**src/xcpd_pkg.sv**
```systemverilog
// shared types and constants for the xor checked packet deframer
// no dependencies; used by every other file of the block except xcpd_stream_if
`default_nettype none

package xcpd_pkg;

  // input item: a received byte or one wait tick
  typedef struct packed {
    logic       kind;
    logic [7:0] byte_in;
  } in_item_t;

  // result item: a data byte or an end-of-frame status
  typedef struct packed {
    logic       is_status;
    logic [7:0] byte_out;
    logic [7:0] byte_index;
    logic [7:0] frame_size;
    logic [2:0] status;
  } out_item_t;

  localparam logic KIND_BYTE = 1'b0;
  localparam logic KIND_TICK = 1'b1;

  localparam logic [2:0] ST_OK        = 3'd0;
  localparam logic [2:0] ST_BAD_START = 3'd1;
  localparam logic [2:0] ST_TOO_LARGE = 3'd2;
  localparam logic [2:0] ST_TIMEOUT   = 3'd3;
  localparam logic [2:0] ST_CSUM      = 3'd4;

  localparam logic [1:0] PH_IDLE = 2'd0;
  localparam logic [1:0] PH_SIZE = 2'd1;
  localparam logic [1:0] PH_DATA = 2'd2;
  localparam logic [1:0] PH_CSUM = 2'd3;

  localparam int unsigned CFG_DATA_W = 16;
  localparam int unsigned CFG_INDEX_W = 1;

  localparam logic [CFG_INDEX_W-1:0] REG_START_BYTE    = 1'd0;
  localparam logic [CFG_INDEX_W-1:0] REG_TIMEOUT_TICKS = 1'd1;

  localparam logic [7:0]  START_BYTE_RESET    = 8'd0;
  localparam logic [15:0] TIMEOUT_TICKS_RESET = 16'd500;

endpackage

`default_nettype wire

```
**src/xcpd_stream_if.sv**
```systemverilog
// valid/ready stream channel carrying one item per handshake
// payload type is given by the instantiating module; uses no package
`default_nettype none

interface xcpd_stream_if #(
  parameter type payload_t = logic
) (
  input wire logic clk
);

  logic     valid;
  logic     ready;
  payload_t payload;

  modport source (
    output valid,
    output payload,
    input  ready
  );

  modport sink (
    input  valid,
    input  payload,
    output ready
  );

endinterface

`default_nettype wire

```
**src/xcpd_cfg.sv**
```systemverilog
// configuration registers: start byte and timeout in ticks
// depends on xcpd_pkg
`default_nettype none

module xcpd_cfg (
  input  wire logic                             clk,
  input  wire logic                             rst,
  input  wire logic                             cfg_wr_en,
  input  wire logic [xcpd_pkg::CFG_INDEX_W-1:0] cfg_index,
  input  wire logic [xcpd_pkg::CFG_DATA_W-1:0]  cfg_data,
  output logic      [7:0]                       start_byte,
  output logic      [15:0]                      timeout_ticks
);

  always_ff @(posedge clk) begin
    if (rst) begin
      start_byte    <= xcpd_pkg::START_BYTE_RESET;
      timeout_ticks <= xcpd_pkg::TIMEOUT_TICKS_RESET;
    end else if (cfg_wr_en) begin
      case (cfg_index)
        xcpd_pkg::REG_START_BYTE: begin
          start_byte <= cfg_data[7:0];
        end
        xcpd_pkg::REG_TIMEOUT_TICKS: begin
          timeout_ticks <= cfg_data[15:0];
        end
        default: begin
        end
      endcase
    end
  end

endmodule

`default_nettype wire

```
**src/xcpd_core.sv**
```systemverilog
// frame state and per-item decode: phase, size, count, checksum, idle ticks
// depends on xcpd_pkg; result is combinational, registered by the top level
`default_nettype none

module xcpd_core #(
  parameter int unsigned MAX_DATA = 64
) (
  input  wire logic                clk,
  input  wire logic                rst,
  input  wire logic                step,
  input  wire xcpd_pkg::in_item_t  item,
  input  wire logic [7:0]          start_byte,
  input  wire logic [15:0]         timeout_ticks,
  output logic                     res_valid,
  output xcpd_pkg::out_item_t      res
);

  localparam logic [7:0] MaxData = 8'(MAX_DATA);

  logic [1:0]  phase;
  logic [7:0]  packet_size;
  logic [7:0]  data_count;
  logic [7:0]  running_xor;
  logic [15:0] idle_ticks;

  logic [1:0]  phase_next;
  logic [7:0]  packet_size_next;
  logic [7:0]  data_count_next;
  logic [7:0]  running_xor_next;
  logic [15:0] idle_ticks_next;

  logic [15:0] ticks_inc;
  logic [7:0]  count_inc;
  logic        finish;
  logic [2:0]  finish_status;
  logic [7:0]  finish_size;

  assign ticks_inc = (idle_ticks == 16'hffff) ? idle_ticks : idle_ticks + 16'd1;
  assign count_inc = data_count + 8'd1;

  always_comb begin
    phase_next       = phase;
    packet_size_next = packet_size;
    data_count_next  = data_count;
    running_xor_next = running_xor;
    idle_ticks_next  = idle_ticks;
    finish           = 1'b0;
    finish_status    = xcpd_pkg::ST_OK;
    finish_size      = packet_size;
    res_valid        = 1'b0;
    res              = '0;

    if (item.kind == xcpd_pkg::KIND_TICK) begin
      if (timeout_ticks != 16'd0) begin
        if (ticks_inc >= timeout_ticks) begin
          idle_ticks_next = 16'd0;
          finish          = 1'b1;
          finish_status   = xcpd_pkg::ST_TIMEOUT;
        end else begin
          idle_ticks_next = ticks_inc;
        end
      end
    end else begin
      idle_ticks_next = 16'd0;
      case (phase)
        xcpd_pkg::PH_IDLE: begin
          if (item.byte_in != start_byte) begin
            finish        = 1'b1;
            finish_status = xcpd_pkg::ST_BAD_START;
          end else begin
            phase_next       = xcpd_pkg::PH_SIZE;
            packet_size_next = 8'd0;
            data_count_next  = 8'd0;
            running_xor_next = 8'd0;
          end
        end
        xcpd_pkg::PH_SIZE: begin
          packet_size_next = item.byte_in;
          if (item.byte_in > MaxData) begin
            finish        = 1'b1;
            finish_status = xcpd_pkg::ST_TOO_LARGE;
            finish_size   = item.byte_in;
          end else begin
            running_xor_next = item.byte_in;
            phase_next = (item.byte_in == 8'd0) ? xcpd_pkg::PH_CSUM : xcpd_pkg::PH_DATA;
          end
        end
        xcpd_pkg::PH_DATA: begin
          res_valid        = 1'b1;
          res.is_status    = 1'b0;
          res.byte_out     = item.byte_in;
          res.byte_index   = data_count;
          res.frame_size   = packet_size;
          res.status       = xcpd_pkg::ST_OK;
          running_xor_next = running_xor ^ item.byte_in;
          data_count_next  = count_inc;
          if (count_inc >= packet_size) begin
            phase_next = xcpd_pkg::PH_CSUM;
          end
        end
        default: begin
          finish        = 1'b1;
          finish_status = (item.byte_in == running_xor) ? xcpd_pkg::ST_OK
                                                        : xcpd_pkg::ST_CSUM;
        end
      endcase
    end

    if (finish) begin
      res_valid        = 1'b1;
      res.is_status    = 1'b1;
      res.byte_out     = 8'd0;
      res.byte_index   = data_count;
      res.frame_size   = finish_size;
      res.status       = finish_status;
      phase_next       = xcpd_pkg::PH_IDLE;
      packet_size_next = 8'd0;
      data_count_next  = 8'd0;
      running_xor_next = 8'd0;
    end
  end

  always_ff @(posedge clk) begin
    if (rst) begin
      phase       <= xcpd_pkg::PH_IDLE;
      packet_size <= 8'd0;
      data_count  <= 8'd0;
      running_xor <= 8'd0;
      idle_ticks  <= 16'd0;
    end else if (step) begin
      phase       <= phase_next;
      packet_size <= packet_size_next;
      data_count  <= data_count_next;
      running_xor <= running_xor_next;
      idle_ticks  <= idle_ticks_next;
    end
  end

endmodule

`default_nettype wire

```
**src/xor_checked_packet_deframer_top.sv**
```systemverilog
// top level of the xor checked packet deframer: input register, core, result register
// depends on xcpd_pkg, xcpd_stream_if, xcpd_cfg and xcpd_core
`default_nettype none

// Takes one item per cycle, bytes and wait ticks alike, unless a stalled result holds the
// pipeline. An accepted item sits in the input register while the frame state update and
// decode run, and its result then lands in the result register, which drives the output.
// A stalled result holds the pipeline only when both registers are full; items that cause
// no result (header bytes, ticks below the timeout) pass through the core without waiting
// on the result side. Configuration is written through a plain write port (index 0 start
// byte, index 1 timeout ticks); the user must write it only while the block is idle, as
// the block itself does not enforce this. MAX_DATA is the largest accepted frame size.
module xor_checked_packet_deframer_top #(
  parameter int unsigned MAX_DATA = 64
) (
  input  wire logic                             clk,
  input  wire logic                             rst,
  xcpd_stream_if.sink                           bytes,
  xcpd_stream_if.source                         results,
  input  wire logic                             cfg_wr_en,
  input  wire logic [xcpd_pkg::CFG_INDEX_W-1:0] cfg_index,
  input  wire logic [xcpd_pkg::CFG_DATA_W-1:0]  cfg_data
);

  localparam logic [7:0] MaxData = 8'(MAX_DATA);

  logic [7:0]          start_byte;
  logic [15:0]         timeout_ticks;

  logic                hold_valid;
  xcpd_pkg::in_item_t  hold_item;
  logic                advance;
  logic                hold_fire;

  logic                res_valid;
  xcpd_pkg::out_item_t res;

  logic                out_valid;
  xcpd_pkg::out_item_t out_item;

  xcpd_cfg u_cfg (
    .clk           (clk),
    .rst           (rst),
    .cfg_wr_en     (cfg_wr_en),
    .cfg_index     (cfg_index),
    .cfg_data      (cfg_data),
    .start_byte    (start_byte),
    .timeout_ticks (timeout_ticks)
  );

  // result slot free or being drained this cycle
  assign advance   = !out_valid || results.ready;
  assign hold_fire = hold_valid && (advance || !res_valid);
  assign bytes.ready = !hold_valid || hold_fire;

  always_ff @(posedge clk) begin
    if (rst) begin
      hold_valid <= 1'b0;
    end else if (bytes.ready) begin
      hold_valid <= bytes.valid;
    end
  end

  always_ff @(posedge clk) begin
    if (bytes.valid && bytes.ready) begin
      hold_item <= bytes.payload;
    end
  end

  xcpd_core #(
    .MAX_DATA (MAX_DATA)
  ) u_core (
    .clk           (clk),
    .rst           (rst),
    .step          (hold_fire),
    .item          (hold_item),
    .start_byte    (start_byte),
    .timeout_ticks (timeout_ticks),
    .res_valid     (res_valid),
    .res           (res)
  );

  always_ff @(posedge clk) begin
    if (rst) begin
      out_valid <= 1'b0;
    end else if (hold_fire && res_valid) begin
      out_valid <= 1'b1;
    end else if (results.ready) begin
      out_valid <= 1'b0;
    end
  end

  always_ff @(posedge clk) begin
    if (hold_fire && res_valid) begin
      out_item <= res;
    end
  end

  assign results.valid   = out_valid;
  assign results.payload = out_item;

  // data items always carry ok status and an index inside the frame
  a_data_ok: assert property (@(posedge clk) disable iff (rst)
    (out_valid && !out_item.is_status) |->
      (out_item.status == xcpd_pkg::ST_OK && out_item.byte_index < out_item.frame_size
       && out_item.frame_size <= MaxData))
    else $error("data item with bad status, index or size");

  // size rejection only for sizes above the limit, with no data counted
  a_too_large: assert property (@(posedge clk) disable iff (rst)
    (out_valid && out_item.is_status && out_item.status == xcpd_pkg::ST_TOO_LARGE) |->
      (out_item.frame_size > MaxData && out_item.byte_index == 8'd0))
    else $error("size error on an acceptable size");

  // a result is never overwritten while stalled
  a_no_overwrite: assert property (@(posedge clk) disable iff (rst)
    (out_valid && !results.ready) |-> !(hold_fire && res_valid))
    else $error("result register overwritten while stalled");

endmodule

`default_nettype wire

```
**src/flat_wrapper.sv**
```systemverilog
// flat-port wrapper written by rule: the top's interface ports become plain ports
module xor_checked_packet_deframer_top_flat import xcpd_pkg::*;
#(
  parameter int unsigned MAX_DATA = 64
)
  (clk, rst, cfg_wr_en, cfg_index, cfg_data, bytes_valid, bytes_payload, bytes_ready, results_valid, results_payload, results_ready);
  xcpd_stream_if #(.payload_t(in_item_t)) bytes_i (.clk(clk));
  xcpd_stream_if #(.payload_t(out_item_t)) results_i (.clk(clk));
  input  wire logic clk;
  input  wire logic rst;
  input  wire logic cfg_wr_en;
  input  wire logic [xcpd_pkg::CFG_INDEX_W-1:0] cfg_index;
  input  wire logic [xcpd_pkg::CFG_DATA_W-1:0] cfg_data;
  input wire logic [$bits(bytes_i.valid)-1:0] bytes_valid;
  input wire logic [$bits(bytes_i.payload)-1:0] bytes_payload;
  output wire logic [$bits(bytes_i.ready)-1:0] bytes_ready;
  output wire logic [$bits(results_i.valid)-1:0] results_valid;
  output wire logic [$bits(results_i.payload)-1:0] results_payload;
  input wire logic [$bits(results_i.ready)-1:0] results_ready;
  assign bytes_i.valid = bytes_valid;
  assign bytes_i.payload = bytes_payload;
  assign bytes_ready = bytes_i.ready;
  assign results_valid = results_i.valid;
  assign results_payload = results_i.payload;
  assign results_i.ready = results_ready;
  xor_checked_packet_deframer_top #(.MAX_DATA(MAX_DATA)) u_core (.clk(clk), .rst(rst), .bytes(bytes_i), .results(results_i), .cfg_wr_en(cfg_wr_en), .cfg_index(cfg_index), .cfg_data(cfg_data));
endmodule
```
**config.mk**
```make
export PLATFORM = sky130hd
export DESIGN_NAME = xor_checked_packet_deframer_top_flat
export DESIGN_NICKNAME = d
export VERILOG_FILES = /design/src/xcpd_pkg.sv /design/src/xcpd_stream_if.sv /design/src/xcpd_cfg.sv /design/src/xcpd_core.sv /design/src/xor_checked_packet_deframer_top.sv /design/src/flat_wrapper.sv
export SDC_FILE = /design/constraint.sdc
export NUM_CORES = 1
export LEC_CHECK = 0
export ABC_AREA = 0
export BUFFER_PORTS_ARGS = -buffer_cell sky130_fd_sc_hd__buf_4
export CAP_MARGIN = 20
export CORE_MARGIN = 5
export CORE_UTILIZATION = 53
export DETAILED_ROUTE_END_ITERATION = 8
export GPL_TIMING_DRIVEN = 0
export HOLD_SLACK_MARGIN = 0.03
export PLACE_DENSITY = 0.76
export SETUP_SLACK_MARGIN = 0.2
export SKIP_CTS_REPAIR_TIMING = 1
export SLEW_MARGIN = 5
export SYNTH_ARGS = -nofsm -noshare
export SYNTH_HDL_FRONTEND = slang
export SYNTH_SLANG_ARGS = --single-unit
```
**constraint.sdc**
```tcl
create_clock -name clk -period 5.2 [get_ports clk]
set_input_delay 0.78 -clock clk [delete_from_list [all_inputs] [get_ports clk]]
set_output_delay 0.78 -clock clk [all_outputs]
set_load 0.03 [all_outputs]
```
==> results of run 1 <==
==> final cells by class <==
class	count	share of cell area, %
Timing Repair Buffer	71	8.01
Inverter	32	1.77
Multi-Input combinational cell	440	45.7
Buffer	32	2.50
Clock inverter	4	0.479
Clock buffer	12	2.61
Sequential cell	105	36.4
Tap cell	140	2.58
==> report_power, final <==
group | switching (µW) | internal, µW
clock network | 283 | 236
registers | 12.8 | 868
logic | 93.0 | 65.3
==> worst min path at each step <==
stage / startpoint / cells past startpoint / slack (ps) / to
floorplan: u_core.u_core.packet_size[7] / 1 / 430 / u_core.u_core.packet_size[7]
global placement: u_core.u_core.packet_size[7] / 1 / 440 / u_core.u_core.packet_size[7]
detailed placement: u_core.u_core.packet_size[6] / 1 / 470 / u_core.u_core.packet_size[6]
CTS: u_core.u_cfg.timeout_ticks[10] / 2 / 490 / u_core.u_cfg.timeout_ticks[10]
global route: u_core.u_core.packet_size[5] / 1 / 500 / u_core.u_core.packet_size[5]
finish: u_core.u_cfg.timeout_ticks[13] / 2 / 490 / u_core.u_cfg.timeout_ticks[13]
==> critical path, cell delays in order, from the launching register on <==
cell and delay [ps]:
dfxtp_1 320, buf_4 140, nand4_1 80, buf_4 170, nor4_4 340, nand4_1 230
nand4_4 200, nor3_1 80, xor2_1 240, ha_1 300, a21o_1 180, a221o_1 330
a21oi_2 260, nand4_4 150, buf_6 160, a31oi_4 200, nand3b_1 210, buf_6 150
==> cell families (layout without fill, tap and decap cells) <==
family,count (synthesis),count (layout),synth area share (%)
buf+inv,64,151,5.00
flops,105,105,42.9
simple gates,236,236,22.1
xor+xnor,29,29,4.41
fa+ha+maj,30,30,6.52
mux,20,20,3.59
compound gates,125,125,15.4
==> metal layers <==
metal,GRT usage [%],up-vias,wire [µm]
li1,-,2331,-
met1,25.7,2243,5730
met2,35.1,144,6650
met3,3.91,20,739
met4,6.65,0,242
met5,0,-,0
==> flip-flops by register name, summed over array words and instances (netlist names) <==
signal and count:
u_core.hold_item 9, u_core.u_core.running_xor 8, u_core.u_cfg.timeout_ticks 16, u_core.u_core.data_count 8, u_core.u_cfg.start_byte 8, u_core.u_core.packet_size 8, u_core.results.valid 1, u_core.u_core.phase 2
u_core.u_core.idle_ticks 16, u_core.hold_valid 1, u_core.results.payload 28
==> stage by stage <==
step	TNS (ps)	hold WS [ps]	instance area [µm²]	setup slack, ps	utilization [%]
final	0	492	6800	278	63.3
after CTS	-468	491	6610	-468	61.5
after floorplan	0	430	5760	244	-
after global routing	0	505	6800	122	63.3
after detailed placement	-12.6	468	6400	-12.6	59.6
after global placement	-15840	445	6380	-568	59.4
==> layout by cell type, fill, tap and decap left out, types with 16 or more instances in the layout <==
cell type and n:
nor2_1 27, a21oi_1 33, ha_1 28, buf_4 70, clkbuf_1 20, dfxtp_1 67
nand2_1 86, and2_1 16, inv_1 31, o21ai_0 18, edfxtp_1 37, nor2b_1 20
==> results.py, run 1 <==
metrics = {
    "final_layout": {
        "area_growth_pct": 18.0,
        "instances_no_fill": 836,
        "multiInputGateArea_um2": 3100,
        "fin_nets": 752,
        "regArea_um2": 2470,
        "diodes": 0,
        "drive_above_1_share_pct": 19.3,
        "nFillCells": 933,
    },
    "global_routing": {
        "grt_pass1_vias": 4599,
        "grt.total_usage_pct": 20.4,
        "antenna_found_initial": 0,
        "grt_start_max_net_pins": 22,
        "grt_pass1_wl_um": 21600,
        "grt_overflow": 0,
    },
    "floorplanning": {
        "die_area_um2": 13000,
        "num_rows": 38,
        "fp.dieW_um": 114,
        "initial_utilization_pct": 53.6,
        "die_y_um": 114,
        "coreArea_um2": 10700,
        "io_pins": 61,
    },
    "clock_tree": {
        "cts.sinks": 105,
        "cts_tree": "done",
        "cts_max_level": 3,
        "clk_latency_ps": 380,
        "clockRootBuffer": "clkbuf_8",
        "clockBufferDepth": 2,
        "clk_pin_slew_ps": 100,
        "cts_buffers": 9,
    },
    "pwr": {
        "leakagePower_uw": 0.00276,
        "p_total_uw": 1560,
        "vdd_drop_max_uv": 129,
        "power_density_nw_per_um2": 229,
    },
    "timing": {
        "period_share_pct": 94.7,
        "rsz0062_at_grt": "false",
        "finalHoldViolCount": 0,
        "fmax_mhz": 203,
        "finalMaxSlewViolations": 0,
        "slew_headroom_pct": 49.8,
        "fin_crit_ps": 4920,
        "setup_viol": 0,
        "clock_skew_ps": 13.3,
        "worstMarginPinSlew_ps": 743,
    },
    "synthesis": {
        "synth_top_cell_by_area": "dfxtp_1",
        "synthFlopType": "dfxtp_1",
        "ys_types": 62,
        "synthDominantCellAreaShare_pct": 23.6,
        "yosysMostFrequentCell": "nand2_1",
        "synthCells": 609,
        "synth_area_leaders": "dfxtp_1, edfxtp_1, ha_1",
        "ys_top_cells_by_count": "nand2_1, dfxtp_1, edfxtp_1, a21oi_1, inv_1",
        "yosysSeqAreaShare_pct": 42.9,
        "synth_seq_cells": 105,
        "async_flop_share_pct": 0,
        "synthesis.nets": 670,
        "syn_area_um2": 5760,
        "avgSynthCellArea_um2": 9.45,
        "synth_edf_count": 37,
        "yosysWarnings": 0,
    },
    "critical_path": {
        "start_kind": "register",
        "cp.required_ps": 4420,
        "arrival_ps": 4140,
        "end_kind": "primary output",
        "r2r-end": "u_core.results.payload[1]",
        "ff2ff_path_depth": 18,
        "crit_end": "bytes_ready",
        "r2r_setup_slack_ps": 700,
        "rr_startpoint": "u_core.u_core.idle_ticks[3]",
        "crit_start": "u_core.u_core.idle_ticks[3]",
        "critPathKind": "reg -> out",
        "crit_fanout": 7,
    },
    "place": {
        "place_congestion": 0.880,
        "portBuffers": 60,
        "dp.cells": 810,
        "dp_hpwl_um": 9950,
    },
    "route": {
        "wl_per_cell_um": 16.0,
        "drtPass1Iterations": 4,
        "via_per_inst": 5.67,
        "ant_nets": 0,
        "drt_wl_total_um": 13400,
        "drc": 0,
        "drtIter0Drc": 317,
        "vias": 4738,
    },
    "job": {
        "max_cap_violations": 0,
    },
    "outcome": {
        "status": "complete, no violations",
    },
    "min_path": {
        "min_path_type": "reg -> reg",
    },
}
No activity file was read; power rests on OpenSTA's default activity.
==> run 2, diff against run 1 <==
--- a/config.mk
+++ b/config.mk
@@ -9,11 +9,12 @@
 export BUFFER_PORTS_ARGS = -buffer_cell sky130_fd_sc_hd__buf_4
 export CAP_MARGIN = 20
 export CORE_MARGIN = 5
-export CORE_UTILIZATION = 53
+export CORE_UTILIZATION = 55
+export CTS_BUF_LIST = sky130_fd_sc_hd__clkbuf_2 sky130_fd_sc_hd__clkbuf_4 sky130_fd_sc_hd__clkbuf_8
 export DETAILED_ROUTE_END_ITERATION = 8
 export GPL_TIMING_DRIVEN = 0
 export HOLD_SLACK_MARGIN = 0.03
-export PLACE_DENSITY = 0.76
+export PLACE_DENSITY = 0.78
 export SETUP_SLACK_MARGIN = 0.2
 export SKIP_CTS_REPAIR_TIMING = 1
 export SLEW_MARGIN = 5
==> results.py, run 2 (synthesis results as in run 1) <==
metrics = {
    "outcome": {
        "status": "complete, no violations",
    },
    "final_layout": {
        "nFillCells": 816,
        "utilization_pct": 66.4,
        "multiInputGateArea_um2": 3090,
        "area_growth_pct": 18.4,
        "fin_nets": 757,
        "layout_commonest_cell": "nand2_1",
        "diodes": 0,
        "regArea_um2": 2470,
        "largest_register_ff_count": 28,
        "drive_above_1_share_pct": 20.0,
        "final_cell_mix": "nand2_1, buf_4, dfxtp_1",
    },
    "critical_path": {
        "r2r-end": "u_core.results.payload[26]",
        "crit_fanout": 7,
        "critPathKind": "reg -> out",
        "cp.required_ps": 4420,
        "r2r_setup_slack_ps": 570,
        "ff2ff_path_depth": 18,
        "rr_startpoint": "u_core.u_core.idle_ticks[3]",
        "arrival_ps": 4130,
        "start_kind": "register",
        "end_kind": "primary output",
    },
    "floorplanning": {
        "initial_utilization_pct": 56.0,
        "die_area_um2": 12600,
        "io_pins": 61,
        "fp.dieW_um": 112,
        "coreArea_um2": 10300,
        "die_y_um": 112,
        "num_rows": 37,
    },
    "clock_tree": {
        "cts.sinks": 105,
        "clockRootBuffer": "clkbuf_8",
        "cts_tree": "done",
        "clk_latency_ps": 380,
        "cts_max_level": 3,
        "cts_buffers": 9,
        "clockBufferDepth": 2,
        "clk_pin_slew_ps": 110,
    },
    "timing": {
        "clock_skew_ps": 15.7,
        "finalHoldViolCount": 0,
        "period_share_pct": 94.4,
        "finalMaxSlewViolations": 0,
        "fin_crit_ps": 4910,
        "rsz0062_at_grt": "false",
        "slew_headroom_pct": 47.2,
        "holdWs_ps": 479,
        "worstMarginPinSlew_ps": 781,
        "fmax_mhz": 204,
        "setup_viol": 0,
        "tns_ps": 0,
    },
    "place": {
        "dp_hpwl_um": 9680,
        "place_congestion": 0.901,
        "portBuffers": 60,
    },
    "global_routing": {
        "grt_pass1_wl_um": 20700,
        "grt.total_usage_pct": 20.0,
        "grt_start_max_net_pins": 22,
        "grt_pass1_vias": 4289,
        "grt_overflow": 0,
        "antenna_found_initial": 0,
    },
    "route": {
        "drt_wl_total_um": 13100,
        "wl_per_cell_um": 15.7,
        "ant_nets": 0,
        "drc": 0,
        "drtIter0Drc": 293,
        "via_per_inst": 5.60,
        "drtPass1Iterations": 4,
        "vias": 4685,
    },
    "min_path": {
        "min_path_type": "reg -> reg",
        "hold_end": "u_core.u_core.packet_size[7]",
        "hold_depth": 1,
        "holdCritStartpoint": "u_core.u_core.packet_size[7]",
    },
    "pwr": {
        "power_density_nw_per_um2": 230,
        "vdd_drop_max_uv": 154,
        "leakagePower_uw": 0.00277,
    },
    "job": {
        "max_cap_violations": 0,
    },
}
-- run 2: layout make-up --
type / instances / share of cell area (%)
inverter: 32 / 1.76
sequential: 105 / 36.3
buffer: 32 / 2.62
multi-input combinational: 440 / 45.3
clock inverter: 7 / 1.21
clock buffer: 9 / 1.82
timing repair buffer: 76 / 8.53
tap: 136 / 2.50
-- run 2: how the worst max path moves through the flow --
| stage | start | to | depth (start not counted) |
|---|---|---|---|
| after floorplan | u_core.u_core.idle_ticks[3] | u_core.results.payload[0] | 15 |
| after global placement | u_core.u_core.idle_ticks[3] | u_core.results.payload[2] | 15 |
| after detailed placement | u_core.u_core.idle_ticks[3] | bytes_ready | 16 |
| after CTS | u_core.u_core.idle_ticks[3] | bytes_ready | 16 |
| after global routing | u_core.u_core.idle_ticks[3] | bytes_ready | 16 |
| final | u_core.u_core.idle_ticks[3] | bytes_ready | 16 |
-- run 2: per-stage QoR --
stage / instances / setup slack, ps / total power [µW] / instance area [µm²]
finish: 837 / 294 / 1570 / 6820
global route: 837 / 77.2 / 1630 / 6820
CTS: 822 / -368 / 1570 / 6600
detailed placement: 806 / 70.3 / 1050 / 6400
global placement: 805 / -570 / 1050 / 6380
floorplan: 609 / 244 / 993 / 5760
-- run 2: layer usage --
metal | global-route usage (%) | vias to the layer above | share of wire [%]
met5 | 0 | - | 0
met4 | 6.73 | 0 | 1.7
met3 | 2.64 | 17 | 4.3
met2 | 34.6 | 120 | 50
met1 | 25.8 | 2204 | 44
li1 | - | 2344 | -
-- run 2: power breakdown --
group / internal [µW] / leakage [µW] / total [µW] / switching, µW
registers: 868 / 0.000907 / 881 / 13.1
clock network: 233 / 0.000109 / 528 / 295
logic: 66.9 / 0.00176 / 161 / 93.7
total: 1170 / 0.00277 / 1570 / 402
-- run 2: worst max-delay path: stages (launching register included) --
cell	delay, ps
dfxtp_2	350
buf_6	120
nand4_1	230
nor4_4	450
nand4_1	290
nand4_4	200
buf_4	150
nor2_1	60
xor2_1	150
ha_1	330
nand4_1	90
or4_4	560
nand4_4	130
buf_8	120
a31oi_4	70
nand3b_1	250
buf_6	200
==> run 3, diff against run 2 <==
--- a/config.mk
+++ b/config.mk
@@ -5,7 +5,7 @@
 export SDC_FILE = /design/constraint.sdc
 export NUM_CORES = 1
 export LEC_CHECK = 0
-export ABC_AREA = 0
+export ABC_AREA = 1
 export BUFFER_PORTS_ARGS = -buffer_cell sky130_fd_sc_hd__buf_4
 export CAP_MARGIN = 20
 export CORE_MARGIN = 5
==> results.py, run 3 <==
metrics = {
    "place": {
        "place_congestion": 0.897,
        "portBuffers": 60,
        "dp_hpwl_um": 10200,
    },
    "global_routing": {
        "grt_start_max_net_pins": 30,
        "grt.total_usage_pct": 21.9,
        "grt_pass1_wl_um": 22700,
        "grt_pass1_vias": 4860,
        "antenna_found_initial": 0,
        "grt_overflow": 0,
    },
    "floorplanning": {
        "fp.dieW_um": 112,
        "initial_utilization_pct": 56.2,
        "coreArea_um2": 10300,
        "die_y_um": 112,
        "num_rows": 37,
        "io_pins": 61,
        "die_area_um2": 12600,
    },
    "critical_path": {
        "rr_startpoint": "u_core.u_core.idle_ticks[1]",
        "r2r_setup_slack_ps": 1060,
        "cp_slowest_stage_delay_ps": 370,
        "crit_path_cell_trace": "ha_1 > and3_1 > nand2_1 > nor2_1 > nand3b_1 > inv_1 > nand2_1 > nand4_1 > xor2_1 > ha_1 > a21oi_1 > o21ai_0 > a21oi_1 > nand2_1 > nand2_2 > nand3_4 > nand3_1 > buf_4",
        "ff2ff_path_depth": 20,
        "cp.required_ps": 4420,
        "crit_family": "simple AND/OR/NAND/NOR gates",
        "cpMaxStageDelayCell": "dfxtp_1",
        "r2r-end": "u_core.results.payload[1]",
        "cpMostUsedCell": "nand2_1",
        "arrival_ps": 3780,
        "crit_fanout": 8,
        "end_kind": "primary output",
        "cp_num_buf_inv": 2,
        "start_kind": "register",
        "critPathKind": "reg -> out",
    },
    "clock_tree": {
        "cts_max_level": 3,
        "cts_buffers": 9,
        "clk_pin_slew_ps": 110,
        "clockRootBuffer": "clkbuf_8",
        "cts_tree": "done",
        "cts.sinks": 105,
        "clk_latency_ps": 410,
        "clockBufferDepth": 2,
    },
    "synthesis": {
        "synthDominantCellAreaShare_pct": 23.6,
        "yosysMostFrequentCell": "nand2_1",
        "synth_edf_count": 37,
        "yosysWarnings": 0,
        "syn_area_um2": 5770,
        "synth_area_leaders": "dfxtp_1, edfxtp_1, nand2_1",
        "synthCells": 762,
        "async_flop_share_pct": 0,
        "synth_seq_cells": 105,
        "synthesis.nets": 823,
        "synthFlopType": "dfxtp_1",
        "yosysSeqAreaShare_pct": 42.8,
        "ys_top_cells_by_count": "nand2_1, nor2_1, inv_1, dfxtp_1, o21ai_0",
        "ys_types": 36,
        "avgSynthCellArea_um2": 7.58,
        "synth_top_cell_by_area": "dfxtp_1",
    },
    "route": {
        "via_per_inst": 5.18,
        "vias": 5052,
        "drt_wl_total_um": 13500,
        "drc": 0,
        "ant_nets": 0,
        "drtPass1Iterations": 5,
        "wl_per_cell_um": 13.8,
        "drtIter0Drc": 311,
    },
    "pwr": {
        "intPower_uw": 1250,
        "power_density_nw_per_um2": 282,
        "power.share.clock_pct": 27.9,
        "swShare_pct": 33.3,
        "p_switching_uw": 622,
        "vdd_drop_max_uv": 187,
        "leakagePower_uw": 0.00303,
        "combPwrFrac_pct": 21.7,
        "sequentialPowerShare_pct": 50.3,
    },
    "min_path": {
        "holdCritStartpoint": "u_core.u_core.packet_size[7]",
        "hold_depth": 2,
        "min_path_type": "reg -> reg",
        "hold_end": "u_core.u_core.packet_size[7]",
    },
    "final_layout": {
        "fin_nets": 895,
        "utilization_pct": 64.5,
        "drive_above_1_share_pct": 12.5,
        "regArea_um2": 2470,
        "multiInputGateArea_um2": 2780,
        "largest_register_ff_count": 28,
        "diodes": 0,
        "final_cell_mix": "nand2_1, nor2_1, inv_1",
        "nFillCells": 939,
        "layout_commonest_cell": "nand2_1",
        "area_growth_pct": 14.8,
    },
    "timing": {
        "finalHoldViolCount": 0,
        "finalMaxSlewViolations": 0,
        "fmax_mhz": 219,
        "setup_viol": 0,
        "clock_skew_ps": 24.5,
        "slew_headroom_pct": 65.2,
        "worstMarginPinSlew_ps": 522,
        "fin_crit_ps": 4560,
        "period_share_pct": 87.6,
        "tns_ps": 0,
        "rsz0062_at_grt": "false",
    },
    "outcome": {
        "status": "complete, no violations",
    },
    "job": {
        "max_cap_violations": 0,
    },
}
run 3: cell type report:
cell class                      count  area share (%)
Buffer                             27            2.32
Clock buffer                        9            1.87
Clock inverter                      7            1.26
Inverter                           97            5.49
Multi-Input combinational cell    533            42.0
Sequential cell                   105            37.3
Tap cell                          136            2.57
Timing Repair Buffer               61            7.21
run 3: per-stage QoR:
stage / cell area [µm²] / total power, µW / worst slack, ps / std cells / hold slack [ps]
6_report: 6630 / 1870 / 643 / 975 / 452
5_1_grt: 6630 / 1970 / 379 / 975 / 474
4_1_cts: 6600 / 1870 / 686 / 974 / 454
3_5_place_dp: 6390 / 1360 / 906 / 958 / 436
3_3_place_gp: 6390 / 1340 / 1040 / 958 / 432
2_1_floorplan: 5770 / 1240 / 1640 / 762 / 417
run 3: cell families after synthesis:
| kind of cell | Yosys count | share of synthesized area [%] |
|---|---|---|
| flip-flops | 105 | 42.8 |
| buffers and inverters | 124 | 8.97 |
| XOR/XNOR | 32 | 4.85 |
| AO/OA/AOI/OAI | 114 | 10.4 |
| AND/OR/NAND/NOR | 357 | 26.4 |
| adder cells (fa/ha/maj) | 30 | 6.50 |
run 3: power by group through the flow:
stage / combinational [µW] / clock, µW / sequential (µW)
detailed placement: 397 / 0 / 959
global route: 456 / 567 / 946
global placement: 386 / 0 / 957
finish: 406 / 522 / 941
CTS: 400 / 527 / 940
floorplan: 267 / 0 / 973
run 3: tightest hold or removal path, delay by kind of cell (launching register included):
family | cells | cell delay [ps]
DFF | 1 | 330
and+or+nand+nor | 2 | 90
run 3: how the worst max path moves through the flow:
stage | to | cells past startpoint | start | slack, ps
after floorplan | u_core.results.payload[0] | 20 | u_core.u_core.idle_ticks[0] | 1640
after global placement | u_core.results.payload[21] | 20 | u_core.u_core.idle_ticks[1] | 1040
after detailed placement | u_core.results.payload[20] | 19 | u_core.u_core.idle_ticks[1] | 910
after CTS | bytes_ready | 19 | u_core.u_core.idle_ticks[1] | 690
after global routing | bytes_ready | 19 | u_core.u_core.idle_ticks[1] | 380
final | bytes_ready | 18 | u_core.u_core.idle_ticks[1] | 640
run 3: routing by layer:
| metal | up-vias | global-route usage (%) | part of all wire, % |
|---|---|---|---|
| met1 | 2263 | 28.0 | 44 |
| li1 | 2594 | - | - |
| met5 | - | 0 | 0 |
| met4 | 0 | 8.01 | 2.3 |
| met3 | 23 | 4.74 | 6.3 |
| met2 | 172 | 36.6 | 47 |
